$ cat src/bjct_pkg.sv
// Package for the ball-joint constraint terms block: widths, microcode
// field types, the control program ROM and saturation helpers.
// Standalone; used by ball_joint_constraint_terms.
package bjct_pkg;

  // Field widths
  localparam int unsigned PW      = 32;           // Q16.16 positions and anchors
  localparam int unsigned QW      = 16;           // Q1.14 quaternion parts
  localparam int unsigned CFG_IW  = 3;            // register index width
  localparam int unsigned TW      = 37;           // t = round(2(u x v))
  localparam int unsigned PRODW   = QW + TW;      // shared multiplier output
  localparam int unsigned ACCW    = PRODW + 3;    // accumulator with headroom
  localparam int unsigned SUMW    = PW + 12;      // anchor plus rotation term
  localparam int unsigned PTW     = PW + 1;       // stored point pos + ri
  localparam int unsigned T_SHIFT = 13;
  localparam int unsigned O_SHIFT = 14;

  // Register indexes
  localparam logic [CFG_IW-1:0] REG_ANCHOR_A_X = 3'd0;
  localparam logic [CFG_IW-1:0] REG_ANCHOR_A_Y = 3'd1;
  localparam logic [CFG_IW-1:0] REG_ANCHOR_A_Z = 3'd2;
  localparam logic [CFG_IW-1:0] REG_ANCHOR_B_X = 3'd3;
  localparam logic [CFG_IW-1:0] REG_ANCHOR_B_Y = 3'd4;
  localparam logic [CFG_IW-1:0] REG_ANCHOR_B_Z = 3'd5;

  // Program layout
  localparam int unsigned PC_W     = 5;
  localparam logic [PC_W-1:0] PC_EMIT = 5'd20;

  typedef enum logic [1:0] {Q_W, Q_X, Q_Y, Q_Z} q_sel_e;
  typedef enum logic [2:0] {B_V0, B_V1, B_V2, B_T0, B_T1, B_T2} b_sel_e;
  typedef enum logic [1:0] {ACC_NOP, ACC_LOAD, ACC_ADD, ACC_SUB} acc_op_e;
  typedef enum logic [3:0] {
    WB_NONE, WB_T0, WB_T1, WB_T2, WB_O0, WB_O1, WB_O2, WB_STORE, WB_EMIT
  } wb_e;
  typedef enum logic [1:0] {SEQ_NEXT, SEQ_BRANCH_B, SEQ_HALT} seq_e;

  typedef struct packed {
    q_sel_e          q_sel;
    b_sel_e          b_sel;
    acc_op_e         acc_op;
    wb_e             wb;
    seq_e            seq;
    logic [PC_W-1:0] target;
  } uword_t;

  function automatic uword_t mk(q_sel_e q, b_sel_e b, acc_op_e a, wb_e w, seq_e s,
                                logic [PC_W-1:0] tgt);
    uword_t u;
    u.q_sel  = q;
    u.b_sel  = b;
    u.acc_op = a;
    u.wb     = w;
    u.seq    = s;
    u.target = tgt;
    return u;
  endfunction

  // Control program. Each word starts a product and folds in the product
  // that the previous word started.
  //   t0 = uy*v2 - uz*v1   t1 = uz*v0 - ux*v2   t2 = ux*v1 - uy*v0
  //   o_i = v_i + round((w*t_i + c_i) / 2^14), c = u x t
  function automatic uword_t ucode(logic [PC_W-1:0] pc);
    uword_t u;
    case (pc)
      5'd0:  u = mk(Q_Y, B_V2, ACC_NOP,  WB_NONE,  SEQ_NEXT,     '0);
      5'd1:  u = mk(Q_Z, B_V1, ACC_LOAD, WB_NONE,  SEQ_NEXT,     '0);
      5'd2:  u = mk(Q_Z, B_V0, ACC_SUB,  WB_NONE,  SEQ_NEXT,     '0);
      5'd3:  u = mk(Q_X, B_V2, ACC_LOAD, WB_T0,    SEQ_NEXT,     '0);
      5'd4:  u = mk(Q_X, B_V1, ACC_SUB,  WB_NONE,  SEQ_NEXT,     '0);
      5'd5:  u = mk(Q_Y, B_V0, ACC_LOAD, WB_T1,    SEQ_NEXT,     '0);
      5'd6:  u = mk(Q_W, B_V0, ACC_SUB,  WB_NONE,  SEQ_NEXT,     '0);
      5'd7:  u = mk(Q_W, B_V0, ACC_NOP,  WB_T2,    SEQ_NEXT,     '0);
      5'd8:  u = mk(Q_W, B_T0, ACC_NOP,  WB_NONE,  SEQ_NEXT,     '0);
      5'd9:  u = mk(Q_Y, B_T2, ACC_LOAD, WB_NONE,  SEQ_NEXT,     '0);
      5'd10: u = mk(Q_Z, B_T1, ACC_ADD,  WB_NONE,  SEQ_NEXT,     '0);
      5'd11: u = mk(Q_W, B_T1, ACC_SUB,  WB_NONE,  SEQ_NEXT,     '0);
      5'd12: u = mk(Q_Z, B_T0, ACC_LOAD, WB_O0,    SEQ_NEXT,     '0);
      5'd13: u = mk(Q_X, B_T2, ACC_ADD,  WB_NONE,  SEQ_NEXT,     '0);
      5'd14: u = mk(Q_W, B_T2, ACC_SUB,  WB_NONE,  SEQ_NEXT,     '0);
      5'd15: u = mk(Q_X, B_T1, ACC_LOAD, WB_O1,    SEQ_NEXT,     '0);
      5'd16: u = mk(Q_Y, B_T0, ACC_ADD,  WB_NONE,  SEQ_NEXT,     '0);
      5'd17: u = mk(Q_W, B_V0, ACC_SUB,  WB_NONE,  SEQ_NEXT,     '0);
      5'd18: u = mk(Q_W, B_V0, ACC_NOP,  WB_O2,    SEQ_BRANCH_B, PC_EMIT);
      5'd19: u = mk(Q_W, B_V0, ACC_NOP,  WB_STORE, SEQ_HALT,     '0);
      5'd20: u = mk(Q_W, B_V0, ACC_NOP,  WB_EMIT,  SEQ_HALT,     '0);
      default: u = mk(Q_W, B_V0, ACC_NOP, WB_NONE, SEQ_HALT,     '0);
    endcase
    return u;
  endfunction

  // Flag a wide signed value that does not fit in PW bits
  function automatic logic clips(logic signed [SUMW-1:0] x);
    return !((&x[SUMW-1:PW-1]) || !(|x[SUMW-1:PW-1]));
  endfunction

  function automatic logic signed [PW-1:0] sat_pw(logic signed [SUMW-1:0] x);
    if (clips(x)) begin
      return x[SUMW-1] ? {1'b1, {(PW-1){1'b0}}} : {1'b0, {(PW-1){1'b1}}};
    end
    return x[PW-1:0];
  endfunction

endpackage

$ cat src/ball_joint_constraint_terms.sv
// Ball-joint constraint terms: microcoded sequencer around one shared
// 16x37 multiplier and an accumulator. Depends on bjct_pkg.
//
// Usage:
//   Input channel (in_valid_i/in_ready_o) takes one pose request: body
//   select, world position and orientation quaternion. Output channel
//   (out_valid_o/out_ready_i) returns one result per body B request:
//   violation, stored arm of body A, arm of body B and a clip flag.
//   Body A requests return nothing; they replace the stored arm and point.
//   Each request runs the control program: 19 shared steps (15 products
//   on the single multiplier, with their writebacks) plus one store or
//   emit step; the next request is accepted only once the program halts.
//   The result sits in an output register, so a new request is accepted
//   while the receiver stalls; the emit step holds only if that register
//   is still full when the next body B result is ready.
//   Anchors are written over cfg_we_i/cfg_idx_i/cfg_wdata_i while idle (a
//   rule for the user, not enforced by the block); indexes above five are
//   ignored. Reset clears anchors, stored arm and point, busy, pc, out valid.
module ball_joint_constraint_terms (
  input  logic                                 clk_i,
  input  logic                                 rst_ni,
  input  logic                                 cfg_we_i,
  input  logic        [bjct_pkg::CFG_IW-1:0]   cfg_idx_i,
  input  logic        [bjct_pkg::PW-1:0]       cfg_wdata_i,
  input  logic                                 in_valid_i,
  output logic                                 in_ready_o,
  input  logic                                 body_i,
  input  logic signed [bjct_pkg::PW-1:0]       pos_x_i,
  input  logic signed [bjct_pkg::PW-1:0]       pos_y_i,
  input  logic signed [bjct_pkg::PW-1:0]       pos_z_i,
  input  logic signed [bjct_pkg::QW-1:0]       quat_w_i,
  input  logic signed [bjct_pkg::QW-1:0]       quat_x_i,
  input  logic signed [bjct_pkg::QW-1:0]       quat_y_i,
  input  logic signed [bjct_pkg::QW-1:0]       quat_z_i,
  output logic                                 out_valid_o,
  input  logic                                 out_ready_i,
  output logic signed [bjct_pkg::PW-1:0]       viol_x_o,
  output logic signed [bjct_pkg::PW-1:0]       viol_y_o,
  output logic signed [bjct_pkg::PW-1:0]       viol_z_o,
  output logic signed [bjct_pkg::PW-1:0]       arm_a_x_o,
  output logic signed [bjct_pkg::PW-1:0]       arm_a_y_o,
  output logic signed [bjct_pkg::PW-1:0]       arm_a_z_o,
  output logic signed [bjct_pkg::PW-1:0]       arm_b_x_o,
  output logic signed [bjct_pkg::PW-1:0]       arm_b_y_o,
  output logic signed [bjct_pkg::PW-1:0]       arm_b_z_o,
  output logic                                 saturated_o
);
  import bjct_pkg::*;

  // Control state
  logic              busy_q, busy_d;
  logic [PC_W-1:0]   pc_q, pc_d;
  logic              out_valid_q, out_valid_d;
  logic              sat_q;

  // Configuration and stored body A terms
  logic signed [PW-1:0]  anchor_a_q [3];
  logic signed [PW-1:0]  anchor_b_q [3];
  logic signed [PW-1:0]  saved_arm_q [3];
  logic signed [PTW-1:0] saved_pt_q [3];

  // Latched request and datapath
  logic                    body_q;
  logic signed [PW-1:0]    pos_q [3];
  logic signed [QW-1:0]    quat_q [4];
  logic signed [TW-1:0]    t_q [3];
  logic signed [PW-1:0]    arm_q [3];
  logic signed [PRODW-1:0] prod_q;
  logic signed [ACCW-1:0]  acc_q;
  logic signed [PW-1:0]    viol_q [3];
  logic signed [PW-1:0]    res_arm_a_q [3];
  logic signed [PW-1:0]    res_arm_b_q [3];
  logic                    res_sat_q;

  uword_t                  uw;
  logic                    accept;
  logic                    stall;
  logic                    step;
  logic signed [PW-1:0]    v_sel [3];
  logic signed [QW-1:0]    q_op;
  logic signed [TW-1:0]    b_op;
  logic signed [PRODW-1:0] prod_d;
  logic signed [ACCW-1:0]  acc_rnd_t;
  logic signed [ACCW-1:0]  acc_rnd_o;
  logic signed [TW-1:0]    t_new;
  logic signed [SUMW-1:0]  o_sum;
  logic signed [PW-1:0]    o_v;
  logic signed [SUMW-1:0]  viol_sum [3];
  logic [1:0]              o_idx;

  assign uw     = ucode(pc_q);
  assign accept = in_valid_i && in_ready_o;
  assign stall  = (uw.wb == WB_EMIT) && out_valid_q && !out_ready_i;
  assign step   = busy_q && !stall;

  assign in_ready_o = !busy_q;

  // Anchor of the body being rotated
  always_comb begin
    for (int i = 0; i < 3; i++) begin
      v_sel[i] = body_q ? anchor_b_q[i] : anchor_a_q[i];
    end
  end

  // Multiplier operand select
  always_comb begin
    case (uw.q_sel)
      Q_W:     q_op = quat_q[0];
      Q_X:     q_op = quat_q[1];
      Q_Y:     q_op = quat_q[2];
      default: q_op = quat_q[3];
    endcase
    case (uw.b_sel)
      B_V0:    b_op = TW'(v_sel[0]);
      B_V1:    b_op = TW'(v_sel[1]);
      B_V2:    b_op = TW'(v_sel[2]);
      B_T0:    b_op = t_q[0];
      B_T1:    b_op = t_q[1];
      default: b_op = t_q[2];
    endcase
  end

  assign prod_d = PRODW'(q_op) * PRODW'(b_op);

  // Rounding of the accumulator, ties toward plus infinity
  assign acc_rnd_t = (acc_q + ACCW'(1 << (T_SHIFT - 1))) >>> T_SHIFT;
  assign acc_rnd_o = (acc_q + ACCW'(1 << (O_SHIFT - 1))) >>> O_SHIFT;
  assign t_new     = acc_rnd_t[TW-1:0];

  // Rotated component: anchor plus rounded rotation term
  always_comb begin
    case (uw.wb)
      WB_O0:   o_idx = 2'd0;
      WB_O1:   o_idx = 2'd1;
      default: o_idx = 2'd2;
    endcase
    o_v   = v_sel[o_idx];
    o_sum = SUMW'(o_v) + acc_rnd_o[SUMW-1:0];
  end

  // Violation against the stored body A point
  always_comb begin
    for (int i = 0; i < 3; i++) begin
      viol_sum[i] = SUMW'(pos_q[i]) + SUMW'(arm_q[i]) - SUMW'(saved_pt_q[i]);
    end
  end

  // Sequencer: step counter with branch on body select
  always_comb begin
    busy_d      = busy_q;
    pc_d        = pc_q;
    out_valid_d = out_valid_q;
    if (out_valid_q && out_ready_i) begin
      out_valid_d = 1'b0;
    end
    if (accept) begin
      busy_d = 1'b1;
      pc_d   = '0;
    end else if (step) begin
      unique case (uw.seq)
        SEQ_NEXT:     pc_d = pc_q + 1'b1;
        SEQ_BRANCH_B: pc_d = body_q ? uw.target : pc_q + 1'b1;
        SEQ_HALT:     busy_d = 1'b0;
        default:      busy_d = 1'b0;
      endcase
      if (uw.wb == WB_EMIT) begin
        out_valid_d = 1'b1;
      end
    end
  end

  always_ff @(posedge clk_i or negedge rst_ni) begin
    if (!rst_ni) begin
      busy_q      <= 1'b0;
      pc_q        <= '0;
      out_valid_q <= 1'b0;
    end else begin
      busy_q      <= busy_d;
      pc_q        <= pc_d;
      out_valid_q <= out_valid_d;
    end
  end

  // Anchor registers and stored body A terms
  always_ff @(posedge clk_i or negedge rst_ni) begin
    if (!rst_ni) begin
      for (int i = 0; i < 3; i++) begin
        anchor_a_q[i]  <= '0;
        anchor_b_q[i]  <= '0;
        saved_arm_q[i] <= '0;
        saved_pt_q[i]  <= '0;
      end
    end else begin
      if (cfg_we_i) begin
        case (cfg_idx_i)
          REG_ANCHOR_A_X: anchor_a_q[0] <= cfg_wdata_i;
          REG_ANCHOR_A_Y: anchor_a_q[1] <= cfg_wdata_i;
          REG_ANCHOR_A_Z: anchor_a_q[2] <= cfg_wdata_i;
          REG_ANCHOR_B_X: anchor_b_q[0] <= cfg_wdata_i;
          REG_ANCHOR_B_Y: anchor_b_q[1] <= cfg_wdata_i;
          REG_ANCHOR_B_Z: anchor_b_q[2] <= cfg_wdata_i;
          default: ;
        endcase
      end
      if (step && uw.wb == WB_STORE) begin
        for (int i = 0; i < 3; i++) begin
          saved_arm_q[i] <= arm_q[i];
          saved_pt_q[i]  <= PTW'(pos_q[i]) + PTW'(arm_q[i]);
        end
      end
    end
  end

  // Datapath: request latch, product, accumulator, writeback
  always_ff @(posedge clk_i) begin
    if (accept) begin
      body_q    <= body_i;
      pos_q[0]  <= pos_x_i;
      pos_q[1]  <= pos_y_i;
      pos_q[2]  <= pos_z_i;
      quat_q[0] <= quat_w_i;
      quat_q[1] <= quat_x_i;
      quat_q[2] <= quat_y_i;
      quat_q[3] <= quat_z_i;
      sat_q     <= 1'b0;
    end else if (step) begin
      prod_q <= prod_d;
      case (uw.acc_op)
        ACC_LOAD: acc_q <= ACCW'(prod_q);
        ACC_ADD:  acc_q <= acc_q + ACCW'(prod_q);
        ACC_SUB:  acc_q <= acc_q - ACCW'(prod_q);
        default:  ;
      endcase
      case (uw.wb)
        WB_T0: t_q[0] <= t_new;
        WB_T1: t_q[1] <= t_new;
        WB_T2: t_q[2] <= t_new;
        WB_O0, WB_O1, WB_O2: begin
          arm_q[o_idx] <= sat_pw(o_sum);
          if (clips(o_sum)) begin
            sat_q <= 1'b1;
          end
        end
        WB_EMIT: begin
          for (int i = 0; i < 3; i++) begin
            viol_q[i]      <= sat_pw(viol_sum[i]);
            res_arm_a_q[i] <= saved_arm_q[i];
            res_arm_b_q[i] <= arm_q[i];
          end
          res_sat_q <= sat_q || clips(viol_sum[0]) || clips(viol_sum[1]) ||
                       clips(viol_sum[2]);
        end
        default: ;
      endcase
    end
  end

  // Result register drives the output channel
  assign out_valid_o = out_valid_q;
  assign viol_x_o    = viol_q[0];
  assign viol_y_o    = viol_q[1];
  assign viol_z_o    = viol_q[2];
  assign arm_a_x_o   = res_arm_a_q[0];
  assign arm_a_y_o   = res_arm_a_q[1];
  assign arm_a_z_o   = res_arm_a_q[2];
  assign arm_b_x_o   = res_arm_b_q[0];
  assign arm_b_y_o   = res_arm_b_q[1];
  assign arm_b_z_o   = res_arm_b_q[2];
  assign saturated_o = res_sat_q;

endmodule

$ cat config.mk
export PLATFORM = sky130hd
export DESIGN_NAME = ball_joint_constraint_terms
export DESIGN_NICKNAME = d
export VERILOG_FILES = /design/src/bjct_pkg.sv /design/src/ball_joint_constraint_terms.sv
export SDC_FILE = /design/constraint.sdc
export NUM_CORES = 2
export LEC_CHECK = 0
export BUFFER_PORTS_ARGS = -buffer_cell sky130_fd_sc_hd__buf_2
export CORE_MARGIN = 2
export CORE_UTILIZATION = 65
export DETAILED_ROUTE_END_ITERATION = 6
export PLACE_DENSITY = 0.84
export SLEW_MARGIN = 20
export SYNTH_ARGS = -nofsm -noshare
export SYNTH_HDL_FRONTEND = slang
export SYNTH_SLANG_ARGS = --single-unit
$ cat constraint.sdc
create_clock -name clk_i -period 26.8 [get_ports clk_i]
set_clock_uncertainty 0.05 [all_clocks]
set_input_delay 5.36 -clock clk_i [delete_from_list [all_inputs] [get_ports clk_i]]
set_output_delay 5.36 -clock clk_i [all_outputs]
set_load 0.005 [all_outputs]
==> report_table.html <==
<table>
<tr><th>Metric</th><th>Value</th></tr>
<tr><th colspan="2">Worst setup path</th></tr>
<tr><td>Required time of the critical path</td><td>27.24 ns</td></tr>
<tr><td>Signal arrival time at the worst endpoint</td><td>11.65 ns</td></tr>
<tr><td>Most repeated library cell on the critical path</td><td>fa_1</td></tr>
<tr><td>Critical path buffer and inverter count</td><td>6</td></tr>
<tr><td>Critical Path Start Type</td><td>flip-flop</td></tr>
<tr><td>R2r startpoint</td><td>pc_q[4]$_DFFE_PN0P_</td></tr>
<tr><td>Slowest library cell on the worst path</td><td>a21oi_1</td></tr>
<tr><td>Timing startpoint of the critical path</td><td>pc_q[4]$_DFFE_PN0P_</td></tr>
<tr><td>Element type at the critical path end</td><td>flip-flop</td></tr>
<tr><td>Delay-heaviest family, CP</td><td>compound AO/OA/AOI/OAI gates</td></tr>
<tr><td>Max FO, Critical Path</td><td>between 80 and 90</td></tr>
<tr><td>Critical path class</td><td>flip-flop to flip-flop</td></tr>
<tr><td>Critical path's largest stage delay</td><td>0.93 ns</td></tr>
<tr><th colspan="2">Detailed routing</th></tr>
<tr><td>DRT antenna net count</td><td>0</td></tr>
<tr><td>Routed vias</td><td>63050</td></tr>
<tr><td>Average vias per placed instance</td><td>6.230</td></tr>
<tr><td>Number of violations reported at the end of detailed-routing iteration 0</td><td>7154</td></tr>
<tr><td>Avg WL per Cell</td><td>24.06 microns</td></tr>
<tr><td>Total length of routed wires</td><td>243500 microns</td></tr>
<tr><td>Total iterations of the first detailed-routing run</td><td>7</td></tr>
<tr><td>Drc violations</td><td>0</td></tr>
<tr><th colspan="2">Placed design</th></tr>
<tr><td>Number of buffer cells added on primary ports</td><td>between 400 and 500</td></tr>
<tr><td>Placer congestion estimate</td><td>1.008</td></tr>
<tr><td>DP Wirelength</td><td>183500 microns</td></tr>
<tr><th colspan="2">Floorplan</th></tr>
<tr><td>X dimension of the die</td><td>361.2 microns</td></tr>
<tr><td>Total core area</td><td>around 130000 sq um</td></tr>
<tr><td>Num ports</td><td>492</td></tr>
<tr><td>Initial core utilization</td><td>between 60 and 70%</td></tr>
<tr><td>Row count</td><td>131</td></tr>
<tr><td>Die span in y</td><td>361.2 microns</td></tr>
<tr><td>Die area</td><td>130500 sq um</td></tr>
<tr><th colspan="2">CTS</th></tr>
<tr><td>Clock tree root driver cell</td><td>clkbuf_16</td></tr>
<tr><td>Clock tree from TritonCTS</td><td>built</td></tr>
<tr><td>Clock sink count</td><td>1161</td></tr>
<tr><td>Worst-path clk slew</td><td>0.07 ns</td></tr>
<tr><td>Clock insertion delay at the later pin of the skew report</td><td>0.81 ns</td></tr>
<tr><td>Num CTS Buffers</td><td>119</td></tr>
<tr><td>H-tree depth</td><td>3</td></tr>
<tr><td>Number of gates resized after CTS</td><td>0</td></tr>
<tr><td>Setup fix buffers added after clock tree synthesis</td><td>0</td></tr>
<tr><td>Buffers from clock root to sink, at most</td><td>3</td></tr>
<tr><td>Quantity of hold-fixing buffers added after cts</td><td>0</td></tr>
<tr><th colspan="2">Synth</th></tr>
<tr><td>Combined area of all synthesized cells</td><td>82930 sq um</td></tr>
<tr><td>Number of enable flip-flop cells after synthesis</td><td>766</td></tr>
<tr><td>Syn nets</td><td>9207</td></tr>
<tr><td>Post-synthesis average cell area</td><td>10.48 sq um</td></tr>
<tr><td>Synthesized netlist cell count</td><td>7914</td></tr>
<tr><td>Simple-gate share of the synthesized area</td><td>10.30%</td></tr>
<tr><td>Yosys Warn Count</td><td>0</td></tr>
<tr><td>Library cells used by synthesis</td><td>between 90 and 100</td></tr>
<tr><td>Fraction of registers with async set/reset</td><td>33.94%</td></tr>
<tr><td>Main combinational cell family by area after synthesis</td><td>adder cells</td></tr>
<tr><td>Predominant post-synthesis flop cell</td><td>edfxtp_1</td></tr>
<tr><td>Top post-synthesis cells by area</td><td>edfxtp_1 28%, fa_1 16%, dfrtp_1 12%</td></tr>
<tr><td>Flip-flop and latch count after synthesis</td><td>1161</td></tr>
<tr><td>Library cell occupying the most area in the post-synthesis netlist</td><td>edfxtp_1</td></tr>
<tr><td>Proportion of synthesized area in mux cells</td><td>4.682%</td></tr>
<tr><td>Xor/xnor cell area share of the yosys netlist</td><td>approximately 4.6%</td></tr>
<tr><td>Most instantiated cells after synthesis</td><td>1116 x inv_1, 778 x nand2_1, 766 x edfxtp_1</td></tr>
<tr><td>Share of Yosys cell area claimed by the top area cell type</td><td>27.74%</td></tr>
<tr><td>Most common cell in the netlist</td><td>inv_1</td></tr>
<tr><td>Sequential cell area fraction in the yosys report</td><td>39.65%</td></tr>
<tr><td>Adder and majority cell fraction of the synthesized area</td><td>between 20 and 25%</td></tr>
<tr><td>Post-synthesis compound-gate area fraction</td><td>12.00%</td></tr>
<tr><th colspan="2">Timing</th></tr>
<tr><td>Setup violations, final</td><td>0</td></tr>
<tr><td>Fmax</td><td>89.19 MHz</td></tr>
<tr><td>Setup TNS</td><td>0 ns</td></tr>
<tr><td>Worst-case headroom to the max-slew limit</td><td>15.12%</td></tr>
<tr><td>Setup repair after global routing missed its margin</td><td>false</td></tr>
<tr><td>Pins over their slew limit</td><td>0</td></tr>
<tr><td>Hold violation count in the final report</td><td>0</td></tr>
<tr><td>Final Cycle Share</td><td>41.83%</td></tr>
<tr><td>Minimum clock period</td><td>around 11 ns</td></tr>
<tr><td>Transition at the pin with the smallest max-transition slack</td><td>1.273 ns</td></tr>
<tr><th colspan="2">Flow run</th></tr>
<tr><td>Number of violations of the max-capacitance limit</td><td>0</td></tr>
<tr><th colspan="2">Final layout</th></tr>
<tr><td>Number of nets in the layout</td><td>9642</td></tr>
<tr><td>Register area</td><td>32880 sq um</td></tr>
<tr><td>Number of filler cells placed in the layout</td><td>8649</td></tr>
<tr><td>Synthesis-to-finish area growth</td><td>10.75%</td></tr>
<tr><td>Share of post-route cells with drive strength above 1</td><td>13.06%</td></tr>
<tr><td>Multi-input logic area</td><td>45100 sq um</td></tr>
<tr><th colspan="2">Global routing</th></tr>
<tr><td>Via count of the first global-routing pass</td><td>63750</td></tr>
<tr><td>Number of antenna violations at the first check in global routing</td><td>14</td></tr>
<tr><td>Tot GR Track Use</td><td>37.33%</td></tr>
<tr><td>Largest net degree at the start of global routing</td><td>between 150 and 200</td></tr>
<tr><td>Final global-route overflow total</td><td>0</td></tr>
<tr><td>Global-route wire length before repair</td><td>370900 microns</td></tr>
<tr><th colspan="2">Run status</th></tr>
<tr><td>Result of the run</td><td>finished clean</td></tr>
<tr><th colspan="2">Worst hold path</th></tr>
<tr><td>HP Start</td><td>saved_arm_q[39]$_DFFE_PN0P_</td></tr>
<tr><td>Hold crit path type</td><td>flip-flop to flip-flop</td></tr>
</table>
[final timing paths]
path / end / slack (ns) / cells after the start
setup / recovery: prod_q[49]$_DFFE_PP_ / 15.59 / 32
hold / removal: res_arm_a_q[0][39]$_DFFE_PP_ / 0.36 / 0
setup reg to reg: prod_q[49]$_DFFE_PP_ / 15.59 / 32
hold reg to reg: res_arm_a_q[0][39]$_DFFE_PP_ / 0.36 / 0
max in group asynchronous: saved_arm_q[39]$_DFFE_PN0P_ / 17.73 / 5
min in group asynchronous: anchor_a_q[88]$_DFFE_PN0P_ / 4.60 / 1
[cell usage in the layout (no fill, tap or decap), drive strengths merged, types with 24 or more instances in the layout]
cell type / instances
o21bai: 41
xnor2: 234
a311oi: 27
a21oi: 392
clkinv: 41
buf: 592
nor3: 67
nor2: 529
o21ai: 472
o21a: 61
clkbuf: 150
nor2b: 84
edfxtp: 766
o211ai: 31
nand2: 778
fa: 660
a221oi: 29
xor2: 198
mux2: 207
nand4: 54
nor3b: 24
and2: 51
o31ai: 44
inv: 1124
dfrtp: 394
a21o: 242
and3: 37
mux2i: 155
nand2b: 90
nand3: 82
a211oi: 77
ha: 432
[state kept, by name, summed over array words and instances, names as in the netlist]
signal / count
t_q: 111
saved_pt_q: 99
anchor_a_q: 96
anchor_b_q: 96
arm_q: 96
pos_q: 96
res_arm_a_q: 96
res_arm_b_q: 96
saved_arm_q: 96
viol_q: 96
quat_q: 64
acc_q: 56
prod_q: 53
pc_q: 5
body_q: 1
busy_q: 1
out_valid_o: 1
sat_q: 1
saturated_o: 1
[stage by stage]
stage | utilization, % | instances | instance area, sq um | hold slack, ns | setup slack [ns]
finish | 72.30 | 10120 | 91840 | 0.3550 | 15.59
global route | 72.30 | 10120 | 91840 | 0.3610 | 15.03
CTS | 72.23 | 10110 | 91760 | 0.3459 | 15.76
detailed placement | 68.84 | 9886 | 87440 | 0.3803 | 15.83
global placement | 68.81 | 9884 | 87410 | 0.3802 | 15.96
floorplan | - | 7914 | 82930 | 0.3748 | 8.224
[routing by layer]
layer / GRT usage (%) / share of wire [%] / vias up
li1: - / - / 27640
met1: 45.56 / 35 / 30960
met2: 60.21 / 47 / 3551
met3: 7.839 / 9.7 / 892
met4: 25.01 / 8.0 / 8
met5: 0 / 0.021 / -
[cells by family (layout without fill, tap and decap cells)]
family / count (synthesis) / after routing
AND/OR/NAND/NOR: 1897 / 1897
adder cells (fa/ha/maj): 1092 / 1092
multiplexers: 362 / 362
flip-flops: 1161 / 1161
XOR/XNOR: 432 / 432
other: 0 / 4
AO/OA/AOI/OAI: 1574 / 1574
buffers and inverters: 1396 / 1937
[layout make-up]
cell class | count | share of cell area [%]
clock inverters | 78 | 1.200
flip-flops and latches | 1161 | 35.80
inverters | 1117 | 4.565
repair buffers | 593 | 3.556
clock buffers | 149 | 3.501
well taps | 1662 | 2.264
diodes | 4 | 0.01090
multi-input cells | 5357 | 49.10
Power is left out: the tool's default activity adds up to more than one toggle a clock period on the data nets, which glitch-free logic cannot reach.
